`config.mk`:
```
export PLATFORM = sky130hd
export DESIGN_NAME = hpac_ram
export DESIGN_NICKNAME = d
export VERILOG_FILES = /design/src/rtl/core/hpac_ram.sv
export SDC_FILE = /design/constraint.sdc
export NUM_CORES = 1
export LEC_CHECK = 0
export BUFFER_PORTS_ARGS = -buffer_cell sky130_fd_sc_hd__buf_2
export CORE_MARGIN = 1.5
export CORE_UTILIZATION = 61
export DETAILED_ROUTE_END_ITERATION = 7
export PLACE_DENSITY = 0.84
export SYNTH_ARGS = -nofsm -noshare
export SYNTH_HDL_FRONTEND = slang
export SYNTH_SLANG_ARGS = --single-unit
```
`constraint.sdc`:
```
create_clock -name clk -period 4.2 [get_ports clk]
set_input_delay 0.63 -clock clk [delete_from_list [all_inputs] [get_ports clk]]
set_output_delay 0.63 -clock clk [all_outputs]
set_load 0.01 [all_outputs]
```
`src/rtl/core/hpac_ram.sv`:
```
// generic single write port ram with registered read
module hpac_ram #(
  parameter int WIDTH = 32,
  parameter int DEPTH = 16
) (
  input  logic                     clk,
  input  logic                     we,
  input  logic [$clog2(DEPTH)-1:0] waddr,
  input  logic [WIDTH-1:0]         wdata,
  input  logic [$clog2(DEPTH)-1:0] raddr,
  output logic [WIDTH-1:0]         rdata
);

  logic [WIDTH-1:0] mem [DEPTH];
  logic [WIDTH-1:0] rdata_r;

  always_ff @(posedge clk) begin
    if (we) begin
      mem[waddr] <= wdata;
    end
    rdata_r <= mem[raddr];
  end

  assign rdata = rdata_r;

endmodule

```
==> out/summary.md, run 1 <==
The flow ran to the end, and the final reports show no timing, DRC or antenna violations. Global route total overflow: 0. The starting density of the core is 0.624, and the post-synthesis instance area is 19900 um^2.

The fraction of the mapped netlist area in simple logic gates came out at 0.0127. In the final layout, the multi-input gates occupy 3750 um^2. In this run the worst path has a maximum fanout of 32. TritonCTS built the clock tree. The signal on the critical path passes through buf_2, or3b_2, nor2_4. After clock tree synthesis, the clock-pin slew on the worst setup and hold paths is 0.06 ns. The number of design rule violations left after detail routing was 0; the number of antenna repair diodes was 0. The number of different library cells used by synthesis comes to 18.

The run gives 0.807 as the sequential share of the synthesized area. The pin count of the biggest net entering global routing is 54, and the number of top-level pins is 74. The analysis attributes to cell leakage a power of 7.26 nW. The setup total negative slack was 0 ns. Ranked by total cell area, the synthesized netlist is headed by sky130_fd_sc_hd__edfxtp_1, sky130_fd_sc_hd__mux4_2, sky130_fd_sc_hd__dfxtp_1.

The synthesized-area fraction occupied by ao, oa, aoi and oai cells was 0.0242. The total of cells resized after clock tree synthesis was 0. The worst path setup slack after routing came out at 2.03 ns. For the number of antenna violations at the first check in global routing, the log shows 0. Count of input and output buffers: 73.

The count of cells in the finished layout, fillers not included, comes to 1418. After detailed placement, the design holds a cell count of 1326. Setup repair after global routing left no endpoint under its margin.

The number of buffers inserted during clock tree synthesis is 51. The number of slew-limit violations in the final report came out at 0. Across the VDD grid, the largest voltage drop is 0.000285 V. The tools report the initial DRC count as 1096.

For the sum of net half-perimeters after detailed placement, the log shows 21.5 mm. The fraction of layout instances using a drive strength above 1 works out to 0.321. At the pin with the least slew margin, the transition time is 1.27 ns.

The highest-delay cell along the critical path was sky130_fd_sc_hd__nor2_4. The portion of the clock cycle consumed by the worst path in the final layout is 0.516. The main combinational cell family by area after synthesis is multiplexers. The adder and majority cell fraction of the synthesized area was 0.

The clock reaches the later pin of the worst-skew pair after 0.56 ns. Sorting the synthesized cells by how often they occur yields sky130_fd_sc_hd__edfxtp_1, sky130_fd_sc_hd__mux4_2, sky130_fd_sc_hd__a22oi_1, sky130_fd_sc_hd__nand2_1, sky130_fd_sc_hd__dfxtp_1. The pre-antenna-repair detailed-routing pass consisted of 5 iterations.

Across the run, the number of max-cap violations was 0. After floorplanning, the core was divided into 65 placement rows. After floorplanning, the core was sized to cover 31800 um^2.

Number of H-tree branching levels: 2. After synthesis the netlist holds a flip-flop and latch count of 544. In this run the post-CTS setup repair buffer count came out at 0.

The run gives 0.260 as the all-layer global routing usage. The logs give 0 for the number of hold violations in the final report and 9820 for the number of global-route vias before repair. The cell count after synthesis came out at 838. The area share of the largest cell type after synthesis came out at 0.774. STA classifies the critical path startpoint as an input port.

The tools report the reg2reg setup slack as 2.77 ns. The number of setup violations in the final report is 0, and the post-route antenna net violation count is 0. Chip height: 183 um. The final worst clock skew was 0.0101 ns; the wire length after detailed routing was 42.0 mm. A synthesized cell averages 23.7 um^2. CTS saw 544 sinks. The synthesized netlist net count is 880, and the final worst hold slack is 0.448 ns. Across the whole layout, storage elements account for 16000 um^2. The run gives 0 as the number of buffers inserted for hold repair after clock tree synthesis. The clock tree buffer depth was 3; the synthesis-to-layout area growth was 13.5%. The filler cells instantiated in the layout total 1760.

The logs give 0.154 for the max-slew headroom at the worst pin and 62.5 mm for the wire length of the first global-routing pass. The worst-case setup slack after placement was 1.46 ns; the xor and xnor area share after synthesis was 0. Power spread over the standard cell area amounts to 496 nW/um^2. The die covers 33600 um^2.

After detailed routing, the average wire length per cell comes to 29.6 um. The number of warnings printed during yosys synthesis was 0. Among cell families on the critical path, the largest total delay comes from simple AND/OR/NAND/NOR gates. The tools report the global placer's final weighted congestion as 0.712. The total buffers and inverters traversed by the critical path is 1.

The clock root buffer master is sky130_fd_sc_hd__clkbuf_16. The synthesized design contains 512 enable-type register cells. The clock period could shrink to 2.17 ns. The count of vias placed by the detailed router is 9377.

STA classifies the critical path endpoint as a flop. The flip-flop cell with the highest count after synthesis was sky130_fd_sc_hd__edfxtp_1. The mux contribution to synthesized area is 0.145.

The fraction of registers with async set/reset is 0, and the horizontal die dimension is 183 um. The biggest cell delay along the critical path came out at 0.98 ns. Summed over all instances, the cell type with the most area after synthesis is sky130_fd_sc_hd__edfxtp_1. The worst setup path is of the input port to flop kind. The upper clock frequency limit came out at 0.462 GHz.

The arrival time at the worst endpoint was 2.33 ns. For the worst setup path, the data required time is 4.37 ns. The tools report the number of nets at the end of the flow as 986. The min-delay analysis places its worst path in the category input port to flop. By instance count, the leading cell after synthesis is sky130_fd_sc_hd__edfxtp_1. The via density per instance works out to 6.61.
[power by group]
| group | internal, mW | total, mW | switching, mW |
|---|---|---|---|
| clock network | 2.64 | 4.52 | 1.88 |
| logic | 0.217 | 0.537 | 0.320 |
| registers | 6.07 | 6.11 | 0.0438 |
[area by class of cell]
type                       count  area share
tap                          435      0.0241
multi-input combinational    251       0.166
timing repair buffer          96      0.0260
sequential                   544       0.711
clock inverter                18     0.00827
clock buffer                  74      0.0646
[logic make-up (layout without fill, tap and decap cells)]
kind of cell / Yosys count / after routing
multiplexers: 128 / 128
AND/OR/NAND/NOR: 59 / 59
flip-flops: 544 / 544
AO/OA/AOI/OAI: 64 / 64
buffers and inverters: 43 / 188
[placed cells by master, fill, tap and decap left out]
cell type	netlist	layout
sky130_fd_sc_hd__a22oi_1	64	64
sky130_fd_sc_hd__and2_2	0	1
sky130_fd_sc_hd__buf_12	0	3
sky130_fd_sc_hd__buf_2	4	71
sky130_fd_sc_hd__buf_4	11	21
sky130_fd_sc_hd__bufinv_16	0	4
sky130_fd_sc_hd__clkbuf_1	17	16
sky130_fd_sc_hd__clkbuf_16	0	53
sky130_fd_sc_hd__clkbuf_8	0	6
sky130_fd_sc_hd__clkinv_1	0	5
sky130_fd_sc_hd__clkinv_2	0	8
sky130_fd_sc_hd__clkinvlp_4	0	1
sky130_fd_sc_hd__dfxtp_1	32	32
sky130_fd_sc_hd__edfxtp_1	512	512
sky130_fd_sc_hd__mux4_2	128	128
sky130_fd_sc_hd__nand2_1	33	33
sky130_fd_sc_hd__nand2b_1	2	2
sky130_fd_sc_hd__nand3_1	1	1
sky130_fd_sc_hd__nand3b_1	2	2
sky130_fd_sc_hd__nor2_4	0	13
sky130_fd_sc_hd__nor2b_4	0	2
sky130_fd_sc_hd__nor3_2	0	4
sky130_fd_sc_hd__or3b_2	1	1
[path summary, 6_finish.rpt]
check / start / endpoint / depth (start not counted)
worst max register to register: mem[3][22]$_DFFE_PP_ / rdata[22]$_DFF_P_ / 3
worst min-delay path: wdata[27] / mem[7][27]$_DFFE_PP_ / 1
worst min register to register: mem[12][25]$_DFFE_PP_ / rdata[25]$_DFF_P_ / 3
worst max-delay path: waddr[2] / mem[2][30]$_DFFE_PP_ / 3
[metal layers]
layer | up-vias | GRT usage | part of all wire
met5 | - | 0 | 0
met4 | 0 | 0.0974 | 0.029
met3 | 94 | 0.0438 | 0.074
met2 | 520 | 0.439 | 0.52
met1 | 4988 | 0.346 | 0.38
li1 | 3775 | - | -
[flip-flops by register name, summed over array words and instances (netlist names)]
signal,flops
mem,512
rdata,32
[per-stage QoR]
| stage | utilization | total power [mW] | cell area, um^2 |
|---|---|---|---|
| floorplan | - | 6.52 | 19900 |
| global placement | 0.657 | 6.73 | 20900 |
| detailed placement | 0.657 | 6.76 | 20900 |
| CTS | 0.709 | 11.2 | 22500 |
| global route | 0.709 | 11.5 | 22500 |
| finish | 0.709 | 11.2 | 22500 |
(Power assumes the default switching activity.)
==> inputs of run 2 (changes only) <==
Clock period 4.2 ns to 2.1 ns, I/O delays scaled along.
==> out/summary.md, run 2 (synthesis gave the netlist of run 1 again) <==
The run finished with clean final reports. The clock network fraction of design power was 0.409; the number of slew-limit violations in the final report was 0. The first global-routing pass estimated 62.4 mm of wire.

Pin placement for this block handled 74 I/O pins. The number of antenna violations at the first check in global routing is 0. In this run the tool buffered the top-level ports with 73 buffer cells.

The tools report the number of buffers inserted to repair setup after CTS as 0. The fraction of layout instances using a drive strength above 1 works out to 0.333. At the end of the flow, the number of nets in the layout was 998.

The register with the highest flop count was mem. For this design the ratio of total power to cell area is 982 nW/um^2. The global route total overflow was 0; the number of rows created at floorplan was 65.

The number of flip-flops in the largest register is 512, and the max-slew headroom at the worst pin is 0.683. The count of vias placed by the detailed router came out at 9309. TritonCTS built the clock tree. The floorplan step defined a die boundary enclosing 33600 um^2. Detailed placement ended at an HPWL of 20.5 mm.

The logs give 3 for the clock tree buffer depth and 42.2 mm for the wire length after detailed routing. The starting density of the core was 0.624; the first-pass detailed-route iteration total was 5. For the worst setup path, the data arrival time is 1.12 ns. The total stage count of the critical path is 1. The library cell used most frequently in the layout, excluding fill and tap cells, is sky130_fd_sc_hd__edfxtp_1.

The H-tree was split into 2 levels. The relative contribution of combinational cells to total power is 0.050. After clock tree synthesis, the clock-pin slew on the worst setup and hold paths is 0.06 ns. The tools report the number of buffers inserted during clock tree synthesis as 51. Number of hold violations in the final report: 0. The depth of the worst hold-timing path is 1. The worst setup path is captured at an output port. Measured in cells, the most critical reg-to-reg path has a length of 3. In this run the horizontal extent of the chip is 183 um. The maximum net fanout on the critical path is 1, and the number of global-route vias before repair is 9981. Global placer's final weighted congestion: 0.711. The startpoint type of the worst setup path was a flop. In the final routed layout, each cell accounts on average for 29.4 um.

The analysis attributes to net switching a power of 4.52 mW. In this run, post-CTS repair resized a total of 0 instances. The top cell types in the final layout, fill and taps aside, are sky130_fd_sc_hd__edfxtp_1, sky130_fd_sc_hd__mux4_2, sky130_fd_sc_hd__buf_2, sky130_fd_sc_hd__a22oi_1, sky130_fd_sc_hd__clkbuf_16. The cell family contributing the most delay on the critical path is flip-flops.

At the pin with the least slew margin, the transition time is 0.475 ns. The clock root buffer master is sky130_fd_sc_hd__clkbuf_16. The switching portion of total power works out to 0.200. Data required time of the critical path: 1.78 ns. The clock latency reported for the late side of the worst-skew pair was 0.56 ns. The total power consumption of the routed design came out at 22.6 mW. Timing would allow up to 0.696 GHz. The highest-delay cell along the critical path was sky130_fd_sc_hd__dfxtp_1. The number of filler cells placed in the layout came out at 1666.

The via density per instance is 6.49. Setup repair after global routing left no endpoint under its margin. The core region is 31800 um^2. In this run the vertical extent of the chip is 183 um. The worst ir drop on vdd is 0.000701 V.

The number of clock sinks seen by CTS was 544; the clock period minus final worst setup slack was 1.44 ns. The path class of the tightest hold or removal check is input port to flop. The tools report the number of setup violations in the final report as 0.

The tightest hold path in the finished design has a slack of 0.134 ns. The largest single stage delay on the critical path is 0.41 ns. The number of buffers inserted for hold repair after clock tree synthesis is 0, and the final worst clock skew is 0.0213 ns. The signal on the critical path passes through buf_2. The internal power of the cells totals 18.1 mW. The power share of the sequential group came out at 0.541.

The critical path is of the flop to output port type. Entering global routing, the biggest net connects 34 pins. Total leakage power: 7.43 nW. The logs give 0 for the max-cap check violation count and 0 for the number of design rule violations left after detail routing.

The portion of the clock cycle consumed by the worst path in the final layout is 0.684. The initial DRC count was 1062; the synthesis-to-layout area growth was 15.8%. Post-route antenna net violation count: 0. The total buffers and inverters traversed by the critical path was 1; the all-layer global routing usage was 0.261.
run 2: cell count changes in the layout (fill, tap and decap cells not counted), moves of 2 or more:
cell                       previous run  this run
sky130_fd_sc_hd__buf_12               3        25
sky130_fd_sc_hd__buf_4               21        11
sky130_fd_sc_hd__clkbuf_8             6        10
sky130_fd_sc_hd__nor3_2               4         0
sky130_fd_sc_hd__nor3_4               0         4
sky130_fd_sc_hd__diode_2              0         2
run 2: power groups by stage:
stage | Combinational, mW | Clock, mW | Sequential, mW
6_report | 1.13 | 9.23 | 12.2
5_1_grt | 1.20 | 9.75 | 12.2
4_1_cts | 1.14 | 9.32 | 12.2
3_5_place_dp | 1.11 | 0 | 12.5
2_1_floorplan | 0.588 | 0 | 12.5
3_3_place_gp | 1.07 | 0 | 12.4
run 2: final cells by class:
cell class / instances / area (um^2) / share of cell area
flip-flops and latches: 544 / 16000 / 0.697
clock inverters: 17 / 189 / 0.00822
clock buffers: 78 / 1510 / 0.0657
repair buffers: 108 / 952 / 0.0414
multi-input cells: 251 / 3770 / 0.164
diodes: 2 / 5.00 / 0.000218
well taps: 435 / 544 / 0.0237
run 2: metrics by stage:
| stage | utilization | setup TNS, ns | area [um^2] | cells | setup WS [ns] |
|---|---|---|---|---|---|
| 6_report | 0.723 | 0 | 23000 | 1435 | 0.663 |
| 5_1_grt | 0.723 | 0 | 23000 | 1433 | 0.617 |
| 4_1_cts | 0.723 | 0 | 23000 | 1433 | 0.652 |
| 3_5_place_dp | 0.669 | 0 | 21300 | 1338 | 0.169 |
| 3_3_place_gp | 0.669 | 0 | 21300 | 1338 | 0.221 |
| 2_1_floorplan | - | -63.58 | 19900 | 838 | -0.523 |
run 2: path summary, 6_finish.rpt:
check	start	to	slack [ns]
setup reg to reg	mem[8][22]$_DFFE_PP_	rdata[22]$_DFF_P_	0.67
hold / removal	wdata[23]	mem[10][23]$_DFFE_PP_	0.13
hold reg to reg	mem[15][7]$_DFFE_PP_	rdata[7]$_DFF_P_	0.66
setup / recovery	rdata[22]$_DFF_P_	rdata[22]	0.66
run 2: per-layer routing:
metal | vias to the layer above | global-route usage | share of wire
met2 | 523 | 0.430 | 0.50
li1 | 3814 | - | -
met4 | 0 | 0.0774 | 0.025
met1 | 4892 | 0.362 | 0.37
met5 | - | 0 | 0
met3 | 80 | 0.0531 | 0.096
==> inputs of run 3 (changes only) <==
Settings changed: CORE_UTILIZATION 61 to 55, PLACE_DENSITY 0.84 to 0.8.
Clock period 2.1 ns to 1.25 ns, I/O delays scaled along.
==> out/summary.md, run 3 (synthesis gave the netlist of run 1 again) <==
For this run, the post-layout net count is 1083. In this run the horizontal extent of the chip is 193 um. The count of buffers added on input and output ports is 73. The tools report the critical hold path startpoint as wdata[20].

The tools report the number of design rule violations left after detail routing as 0. The largest individual stage delay along the critical path comes from the cell sky130_fd_sc_hd__mux4_2. The run gives 51 as the number of buffers inserted during clock tree synthesis. After clock tree synthesis, the clock-pin slew on the worst setup and hold paths is 0.06 ns. The tool flagged a number of max-cap violations equal to 0.

The initial DRC count was 1072; the total power divided by cell area was 1560 nW/um^2. In this run the count of I/O pins placed on the die edge is 74. In this run the number of H-tree levels came out at 2. CTS saw 544 sinks. The depth of the worst hold-timing path is 1, and the sum of net half-perimeters after detailed placement is 24.9 mm. Data on the critical path is required at its endpoint by 1.68 ns. The final worst hold slack is 0.0113 ns, and the average wire length per cell after detail routing is 28.0 um.

Entering global routing, the biggest net connects 33 pins. The via density per instance works out to 6.19. The path class of the tightest hold or removal check is input port to flop.

The floorplan step set the die height to 193 um. At the pin with the least slew margin, the transition time is 1.18 ns. Setup repair after global routing could not meet its margin everywhere. The floorplan step defined a die boundary enclosing 37200 um^2.

For the number of hold violations in the final report, the log shows 0. The portion of the clock cycle consumed by the worst path in the final layout was 1.14. Number of flip-flops in the largest register: 512.

The register with the highest flop count is mem. The clock passes through at most 3 buffers. For the number of buffers inserted to repair setup after CTS, the log shows 0. From synthesis to final layout, the design area changed by 20.9%. The fraction of layout instances using a drive strength above 1 came out at 0.397. Startpoint type of the worst setup path: a flop. The logs give -0.17 ns for the reg2reg setup slack and 35600 um^2 for the core region area. The first global-routing pass estimated 63.8 mm of wire. The critical path goes through mux4_2, a22oi_1, nand2_1.

The run finished, with violations left. The all-layer global routing usage is 0.240, and the arrival time at the worst endpoint is 1.85 ns. CTS placed an instance of sky130_fd_sc_hd__clkbuf_16 at the clock tree root.

The post-route antenna net violation count was 0; the clock period minus final worst setup slack was 1.42 ns. The first-pass detailed-route iteration total came out at 5. The leading cell type in the layout, fill and taps excluded was sky130_fd_sc_hd__edfxtp_1. Clock skew on the completed layout was measured at 0.0214 ns. Measured in cells, the most critical reg-to-reg path has a length of 3. The number of setup violations in the final report is 21, and the number of rows created at floorplan is 69.

At the end of routability-driven placement, the weighted congestion stood at 0.730. At the later pin of the worst-skew pair, clock insertion delay measures 0.56 ns. The biggest cell delay along the critical path is 0.55 ns.

The checks that failed: negative setup slack. The number of antenna violations at the first check in global routing was 1; the count of vias placed by the detailed router was 9555. The maximum net fanout on the critical path was 1. For this run, the top clock speed supported by timing is 0.703 GHz.

The class of the most critical setup path is flop to flop. The worst path setup slack after routing was -0.173 ns; the wire length after detailed routing was 43.2 mm. The number of global-route vias before repair is 10300, and the worst ir drop on vdd is 0.00122 V. The tools report the hold path endpoint as mem[6][20]$_DFFE_PP_. The critical register-to-register path startpoint was mem[5][7]$_DFFE_PP_. The library cells used most frequently in the layout, excluding fill and tap cells, are sky130_fd_sc_hd__edfxtp_1, sky130_fd_sc_hd__mux4_2, sky130_fd_sc_hd__buf_2, sky130_fd_sc_hd__buf_4, sky130_fd_sc_hd__clkbuf_16. The run gives 0.558 as the starting density of the core. The endpoint type of the worst setup path was a flop. The global route total overflow came out at 0.

The tools report the max-slew headroom at the worst pin as 0.213. The final cell count without fillers came out at 1543. Number of slew-limit violations in the final report: 0.

In this run the critical register-to-register path is captured at rdata[7]$_DFF_P_. In this run, placement finished with an instance count of 1434. For this design the static power due to leakage is 7.90 nW.

TritonCTS built the clock tree.
## run 3: metal layers
metal  track usage  part of all wire  vias to the layer above
met5             0                 0                        -
met4        0.0820             0.030                        0
met3        0.0375             0.070                      103
met2         0.415              0.52                      470
met1         0.316              0.38                     5003
li1              -                 -                     3979
## run 3: power by group
| group | total [mW] | internal (mW) | switching (mW) |
|---|---|---|---|
| Combinational | 2.20 | 1.03 | 1.17 |
| Clock | 14.8 | 8.49 | 6.29 |
| Sequential | 20.6 | 20.4 | 0.159 |
## run 3: repair_timing
action | 4_1_cts | 5_1_grt
pin swaps | 3 | 0
hold buffers | 15 | 0
setup endpoints to repair | 37 | 34
endpoints found under the hold margin | 161 | 0
resized for setup | 26 | 7
## run 3: worst max-delay path by stage
stage	start	to	slack, ns	cells past startpoint
6_report	mem[5][7]$_DFFE_PP_	rdata[7]$_DFF_P_	-0.17	3
3_5_place_dp	raddr[2]	rdata[31]$_DFF_P_	-0.52	4
5_1_grt	mem[5][7]$_DFFE_PP_	rdata[7]$_DFF_P_	-0.21	3
4_1_cts	mem[0][31]$_DFFE_PP_	rdata[31]$_DFF_P_	-0.07	3
2_1_floorplan	waddr[2]	mem[0][0]$_DFFE_PP_	-0.65	2
3_3_place_gp	raddr[2]	rdata[31]$_DFF_P_	-0.50	4
## run 3: critical path, delay by kind of cell (launching register included)
kind	cells	cell delay, ns
mux	1	0.55
compound gates	1	0.19
flops	1	0.48
simple gates	1	0.08
## run 3: area by class of cell
class                   count  area (um^2)
multi-input cells         251         3910
clock buffers              74         1420
flip-flops and latches    544        16000
fillers                  2127        11600
repair buffers            193         1900
well taps                 461          577
diodes                      1         2.50
clock inverters            19          168
## run 3: through the flow
step | util | setup slack [ns] | total power [mW] | cell area [um^2] | TNS [ns]
2_1_floorplan | - | -0.647 | 22.0 | 20200 | -151.81
3_3_place_gp | 0.622 | -0.501 | 22.9 | 22100 | -121.73
3_5_place_dp | 0.622 | -0.518 | 23.0 | 22100 | -130.87
4_1_cts | 0.674 | -0.0690 | 37.7 | 24000 | -0.618
5_1_grt | 0.675 | -0.211 | 38.6 | 24000 | -2.07
6_report | 0.675 | -0.173 | 37.5 | 24000 | -0.662
